File: src/ptc_pkg.sv
// ----------------------------------------------------------------------------
// ptc_pkg
// Shared types and constants of the pressure and temperature compensation.
// ----------------------------------------------------------------------------
package ptc_pkg;

    // Configuration register indexes.
    localparam logic [1:0] CFG_TEMP    = 2'd0;
    localparam logic [1:0] CFG_PRESS_A = 2'd1;
    localparam logic [1:0] CFG_PRESS_B = 2'd2;
    localparam logic [1:0] CFG_PRESS_C = 2'd3;

    localparam int DIV_STAGES = 64;

    localparam logic signed [31:0] T_FINE_OFFSET = 32'sd128000;
    localparam logic signed [31:0] TEMP_MIN      = -32'sd4000;
    localparam logic signed [31:0] TEMP_MAX      = 32'sd8500;
    localparam logic [63:0]        B_OFFSET      = 64'h0000_8000_0000_0000;
    localparam logic [63:0]        NUM_SCALE     = 64'd3125;
    localparam logic [20:0]        PRESS_FULL    = 21'h10_0000;

    typedef struct packed {
        logic        [15:0] t1;
        logic signed [15:0] t2;
        logic signed [15:0] t3;
        logic        [15:0] p1;
        logic signed [15:0] p2;
        logic signed [15:0] p3;
        logic signed [15:0] p4;
        logic signed [15:0] p5;
        logic signed [15:0] p6;
        logic signed [15:0] p7;
        logic signed [15:0] p8;
        logic signed [15:0] p9;
    } ptc_coef_t;

    typedef struct packed {
        logic signed [14:0] tc;
        logic               pv;
    } ptc_side_t;

    // Arithmetic right shift of a 64-bit two's complement word.
    function automatic logic [63:0] sar64(input logic [63:0] x, input logic [5:0] n);
        logic signed [63:0] s;
        s = x;
        return s >>> n;
    endfunction

endpackage

File: src/ptc_temp.sv
// ----------------------------------------------------------------------------
// ptc_temp
// Four-stage temperature compensation producing the fine-temperature term.
// ----------------------------------------------------------------------------
module ptc_temp import ptc_pkg::*;
(
    input  logic               clk,
    input  logic               rst_n,
    input  logic               en,
    input  logic               in_vld,
    input  logic        [19:0] raw_t,
    input  logic        [19:0] raw_p,
    input  ptc_coef_t          coef,
    output logic               out_vld,
    output logic signed [31:0] tf,
    output logic        [19:0] press_raw
);

    logic        [3:0]  vld_reg;
    logic        [19:0] rp_reg [4];
    logic signed [18:0] d1_reg;
    logic signed [18:0] d1_next;
    logic signed [17:0] d2_reg;
    logic signed [17:0] d2_next;
    logic signed [34:0] m1_reg;
    logic signed [34:0] m1_next;
    logic signed [35:0] m2_reg;
    logic signed [35:0] m2_next;
    logic signed [23:0] v1_reg;
    logic signed [23:0] v1_next;
    logic signed [23:0] sq_scaled;
    logic signed [39:0] m3_reg;
    logic signed [39:0] m3_next;
    logic signed [31:0] tf_reg;
    logic signed [31:0] tf_next;

    always_comb
    begin
        d1_next   = {2'b00, raw_t[19:3]} - {1'b0, coef.t1, 1'b0};
        d2_next   = {2'b00, raw_t[19:4]} - {2'b00, coef.t1};
        m1_next   = d1_reg * coef.t2;
        m2_next   = d2_reg * d2_reg;
        v1_next   = 24'(m1_reg >>> 11);
        sq_scaled = 24'(m2_reg >>> 12);
        m3_next   = sq_scaled * coef.t3;
        tf_next   = 32'(v1_reg) + 32'(m3_reg >>> 14);
    end

    always_ff @(posedge clk or negedge rst_n)
    begin
        if (!rst_n)
        begin
            vld_reg <= '0;
        end
        else if (en)
        begin
            vld_reg <= {vld_reg[2:0], in_vld};
        end
    end

    always_ff @(posedge clk)
    begin
        if (en)
        begin
            d1_reg    <= d1_next;
            d2_reg    <= d2_next;
            m1_reg    <= m1_next;
            m2_reg    <= m2_next;
            v1_reg    <= v1_next;
            m3_reg    <= m3_next;
            tf_reg    <= tf_next;
            rp_reg[0] <= raw_p;
            rp_reg[1] <= rp_reg[0];
            rp_reg[2] <= rp_reg[1];
            rp_reg[3] <= rp_reg[2];
        end
    end

    assign out_vld   = vld_reg[3];
    assign tf        = tf_reg;
    assign press_raw = rp_reg[3];

endmodule

File: config.mk
export PLATFORM = sky130hd
export DESIGN_NAME = ptc_temp
export DESIGN_NICKNAME = d
export VERILOG_FILES = /design/src/ptc_pkg.sv /design/src/ptc_temp.sv
export SDC_FILE = /design/constraint.sdc
export NUM_CORES = 2
export LEC_CHECK = 0
export ABC_AREA = 1
export BUFFER_PORTS_ARGS = -buffer_cell sky130_fd_sc_hd__buf_2
export CAP_MARGIN = 15
export CORE_AREA = 2 2 430 262
export DETAILED_ROUTE_END_ITERATION = 12
export DIE_AREA = 0 0 432 264
export HOLD_SLACK_MARGIN = 0.1
export REMOVE_ABC_BUFFERS = 1
export SYNTH_ARGS = -nofsm -noshare
export SYNTH_HDL_FRONTEND = slang
export SYNTH_SLANG_ARGS = --single-unit
File: constraint.sdc
create_clock -name clk -period 6 [get_ports clk]
set_input_delay 1.2 -clock clk [delete_from_list [all_inputs] [get_ports clk]]
set_output_delay 1.2 -clock clk [all_outputs]
set_load 0.03 [all_outputs]
# == Yosys cells after proc, flatten, opt, wreduce, memory -nomap -nowiden ==
# Memories as Yosys holds them, arrays and structs flattened.
# Cells that the tools add are included.
# Widths: inputs -> output; s select.
# op_classes
addsub,3
n_mul,3
div,0
magnitude_cmp,0
eq_ne,0
shifts,0
muxes,2
bitwise,0
reduce_logical,0
# op_table
cell,count
$mul 24x16->40,1
$mul 17x17->34,1
$mul 18x16->34,1
$add 24x26->27,1
$sub 17x17->18,1
$sub 16x16->17,1
$mux 1,2
# totals
register_bits,206
latch_bits,0
mem_bits_rw,80
rom_bits,0
elab_cells,17
mem_count,1
# mem_list
memory,depth,word_bits,read_ports,rd_clocked_by_memory_dff,write_ports,line,source
rp_reg,4,20,4,0,4,ptc_temp.sv:20,logic [19:0] rp_reg [4];

# == Logic depth before layout (Yosys ltp) ==
# logic_depth
depth_word,2
mapped_depth,28

# == Worst setup path after synthesis ==
# OpenSTA, ideal clock, no wires.
# synth_path
kind,in2reg
from,input coef[145] (netlist name)
to,"register m3_reg[39], data pin"
t_arrival_ns,6.162
required_time_ns,5.747
path_slack_ns,-0.414
cell_stages,21
path_buffers,1
cell_sequence,clkbuf_1 -> nand2_1 -> inv_1 -> fa_1 -> inv_1 -> fa_1 -> inv_1 -> fa_1 -> inv_1 -> fa_1 -> inv_1 -> fa_1 -> fa_1 -> ha_1 -> nand2_1 -> nor2_1 -> nand2_1 -> nor2_1 -> nand4_1 -> nand4_1 -> nand2_1
# synth_via
elab_chain_len,1
# synth_lines
item,line,source
"start, declared",ptc_temp.sv:13,"input ptc_coef_t coef,"
$mul 24x16->40,ptc_temp.sv:45,m3_next = sq_scaled * coef.t3;
named net m3_next[39],ptc_temp.sv:33,logic signed [39:0] m3_next;
"end signal, assigned",ptc_temp.sv:70,m3_reg <= m3_next;
"end, declared",ptc_temp.sv:32,logic signed [39:0] m3_reg;
# The timed path passes the listed nets, and every way through them passes these cells.
# A chain may end at the register's enable or synchronous reset.

# == Final worst setup path ==
# layout_path
from,input coef[159] (netlist name)
to,"register m3_reg[30], data pin"
# Same word-level chain as after synthesis.

==> results.cfg <==
[outcome]
status = finished, violations left
violations = setup timing

[floorplanning]
die_h_um = 264
fp-row-count = 95
core_area_mm2 = 0.110
fp.dieW_um = 432
num_io_pins = 289
start_util_pct = 40.6
dieArea_mm2 = 0.114

[clocking]
cts_made_buffers = 22
insertion_delay_ps = 580
clockBufferDepth = 3
htreeDepth = 1
cts-root-buf = clkbuf_16
cts_tree = yes
path_clk_slew_ps = 70
cts.sinks = 223

[synth]
synth-seq-cells = 223
synth_cell_types = 46
yosysWarnings = 0
syn_area_per_cell_um2 = 8.48
syn_inst = 5284
netlist_area_mm2 = 0.0448
async_reset_ff_share_pct = 1.79
synth_seq_area_share_pct = 14.9
netlist.area_leader.share_pct = 41.0
synth_flop_cell = edfxtp_1
yosysTopAreaCell = fa_1
synth_area_leaders = fa_1 (41%), edfxtp_1 (15%), inv_1 (13%)
synth-edff-count = 219

[sta]
hold_violations = 0
worstMarginPinSlew_ps = 802
fin_crit_sh_pct = 101
whs_ps = 415
setup_viol = 7
period_needed_ps = 6070
worst_clock_skew_ps = 36.6
slew_headroom_pct = 46.4
rsz0062_at_grt = true
drv_slew = 0
fin_ws_ps = -71.9
clock.fmax_ghz = 0.165

[route]
drt-pass1-iter-count = 6
via_count = 34300
drc = 0
detail-route-antenna-nets = 0
routed_via_density = 4.78
first_iter_violations = 2821
wl_mm = 122
wl_per_cell_um = 17.0

[layout]
area_delta_synth_final_pct = 19.9
antenna_cells = 0
fin_util_pct = 48.6
layout-drive-gt1-share_pct = 18.5
largest_reg_flops = 80
layout.nets = 7156

[global_route]
track_usage_pct = 21.8
grt_pass1_wl_mm = 197
grt_overflow = 0
antenna_found_initial = 3
grt_max_degree = 98
grt_pass1_vias = 35800

[worst_setup_path]
crit_path_end_kind = register
crit_type = primary input to register
crit_arrival_ps = 6370
rrSetupSlack_ps = 180
crit_fanout = 7
crit_path_start_kind = primary input
cp.required_ps = 6300

[run]
max_cap_viol_count = 0

[placement]
routabilityCongestion = 0.918
port_buffers = 141
hpwl_mm = 101

[min_path]
hp-class = register to register
==> per-stage QoR <==
stage          setup slack [ps]  setup TNS, ps  cells  instance area (um^2)
6_report                  -71.9           -155   7172                 53700
5_1_grt                    -175          -2080   7172                 53700
3_5_place_dp               -850         -33900   7096                 50100
4_1_cts                   -35.0          -41.9   7143                 51400
3_3_place_gp               -826         -34040   7096                 50100
2_1_floorplan              -207          -1010   5109                 44100
==> cells in the final DEF, fill, tap and decap left out, drive strengths merged <==
master / n
a31oi: 12
clkinvlp: 2
nor3: 23
bufinv: 2
nand3b: 2
inv: 1601
a211oi: 1
o211ai: 9
edfxtp: 219
o221ai: 1
and3: 3
dfrtp: 4
o2111ai: 2
fa: 917
ha: 302
a21o: 27
clkinv: 14
nor4: 7
or2: 11
nor4b: 1
nand4: 16
clkbuf: 29
o31ai: 4
xor2: 70
o21ai: 93
xnor2: 32
nor2: 252
o21bai: 17
buf: 561
a21boi: 14
nand3: 104
nand2: 1203
mux2: 2
o21a: 7
a21oi: 153
==> logic make-up (layout without fill, tap and decap cells) <==
logic type	after synthesis	in the layout	share of synthesized area, %
buffers and inverters	1776	2209	14.9
and+or+nand+nor	1622	1622	14.3
adders and majority gates	1219	1219	49.4
AOI/OAI and AO/OA	340	340	4.36
DFF	223	223	14.9
xor gates and xnor gates	102	102	1.99
muxes	2	2	0.0503
==> timing repair <==
item                       CTS  global route
setup buffers                7            32
gates resized for setup    130           506
pin swaps                   21           157
hold buffers                 0             0
cloned                       0             3
setup endpoints to repair   47            64
==> worst max-delay path, stage by stage <==
cell,delay (ps)
buf_6,70
clkinvlp_4,120
buf_12,170
buf_6,110
nor2_4,100
fa_1,460
fa_2,510
fa_2,600
fa_2,470
fa_1,580
inv_2,50
fa_1,550
inv_2,60
ha_4,260
nand2_4,100
a21oi_2,50
nor2_2,190
a21boi_4,260
buf_4,140
o21a_1,120
nand2_1,50
nand2_1,70
nand2_2,80
==> layout make-up <==
class | count | area (um^2)
sequential | 223 | 6680
timing repair buffer | 568 | 4850
clock inverter | 18 | 200
tap | 1455 | 1820
fill | 10400 | 56700
inverter | 1601 | 6020
multi-input combinational | 3285 | 33600
clock buffer | 22 | 551
==> cell usage after synthesis (12+ instances only) <==
cell type / count
nand4_1: 16
clkbuf_1: 154
xnor2_1: 32
ha_1: 302
edfxtp_1: 219
o21bai_1: 17
o21ai_0: 76
fa_1: 917
a21oi_1: 151
a21o_1: 27
a31oi_1: 12
nor3_1: 21
xor2_1: 70
o21ai_1: 15
nand2_1: 1191
nor2_1: 250
nand3_1: 104
inv_1: 1594
==> routing by layer <==
metal  share of wire, %  vias to the layer above  GRT usage, %  wire, um
met5                  0                        -             0         0
met2                 41                     1200          30.6     49500
met1                 50                    16900          35.7     60600
met4               0.70                        0          1.49       851
li1                   -                    16100             -         -
met3                9.1                       76          4.03     11100
==> worst paths after layout <==
| check | from | to | cells after the start |
|---|---|---|---|
| worst max register to register | m2_reg[20]$_DFFE_PP_ | m3_reg[32]$_DFFE_PP_ | 22 |
| worst min-delay path | m1_reg[30]$_DFFE_PP_ | v1_reg[19]$_DFFE_PP_ | 0 |
| worst max-delay path | coef[159] | m3_reg[30]$_DFFE_PP_ | 23 |
| max in group asynchronous | rst_n | vld_reg[2]$_DFFE_PN0P_ | 1 |
| min in group asynchronous | rst_n | vld_reg[0]$_DFFE_PN0P_ | 1 |
| worst min register to register | m1_reg[30]$_DFFE_PP_ | v1_reg[19]$_DFFE_PP_ | 0 |
Power is not shown: default switching activity piles up to over one toggle a cycle in this logic, so the estimate is an artifact.
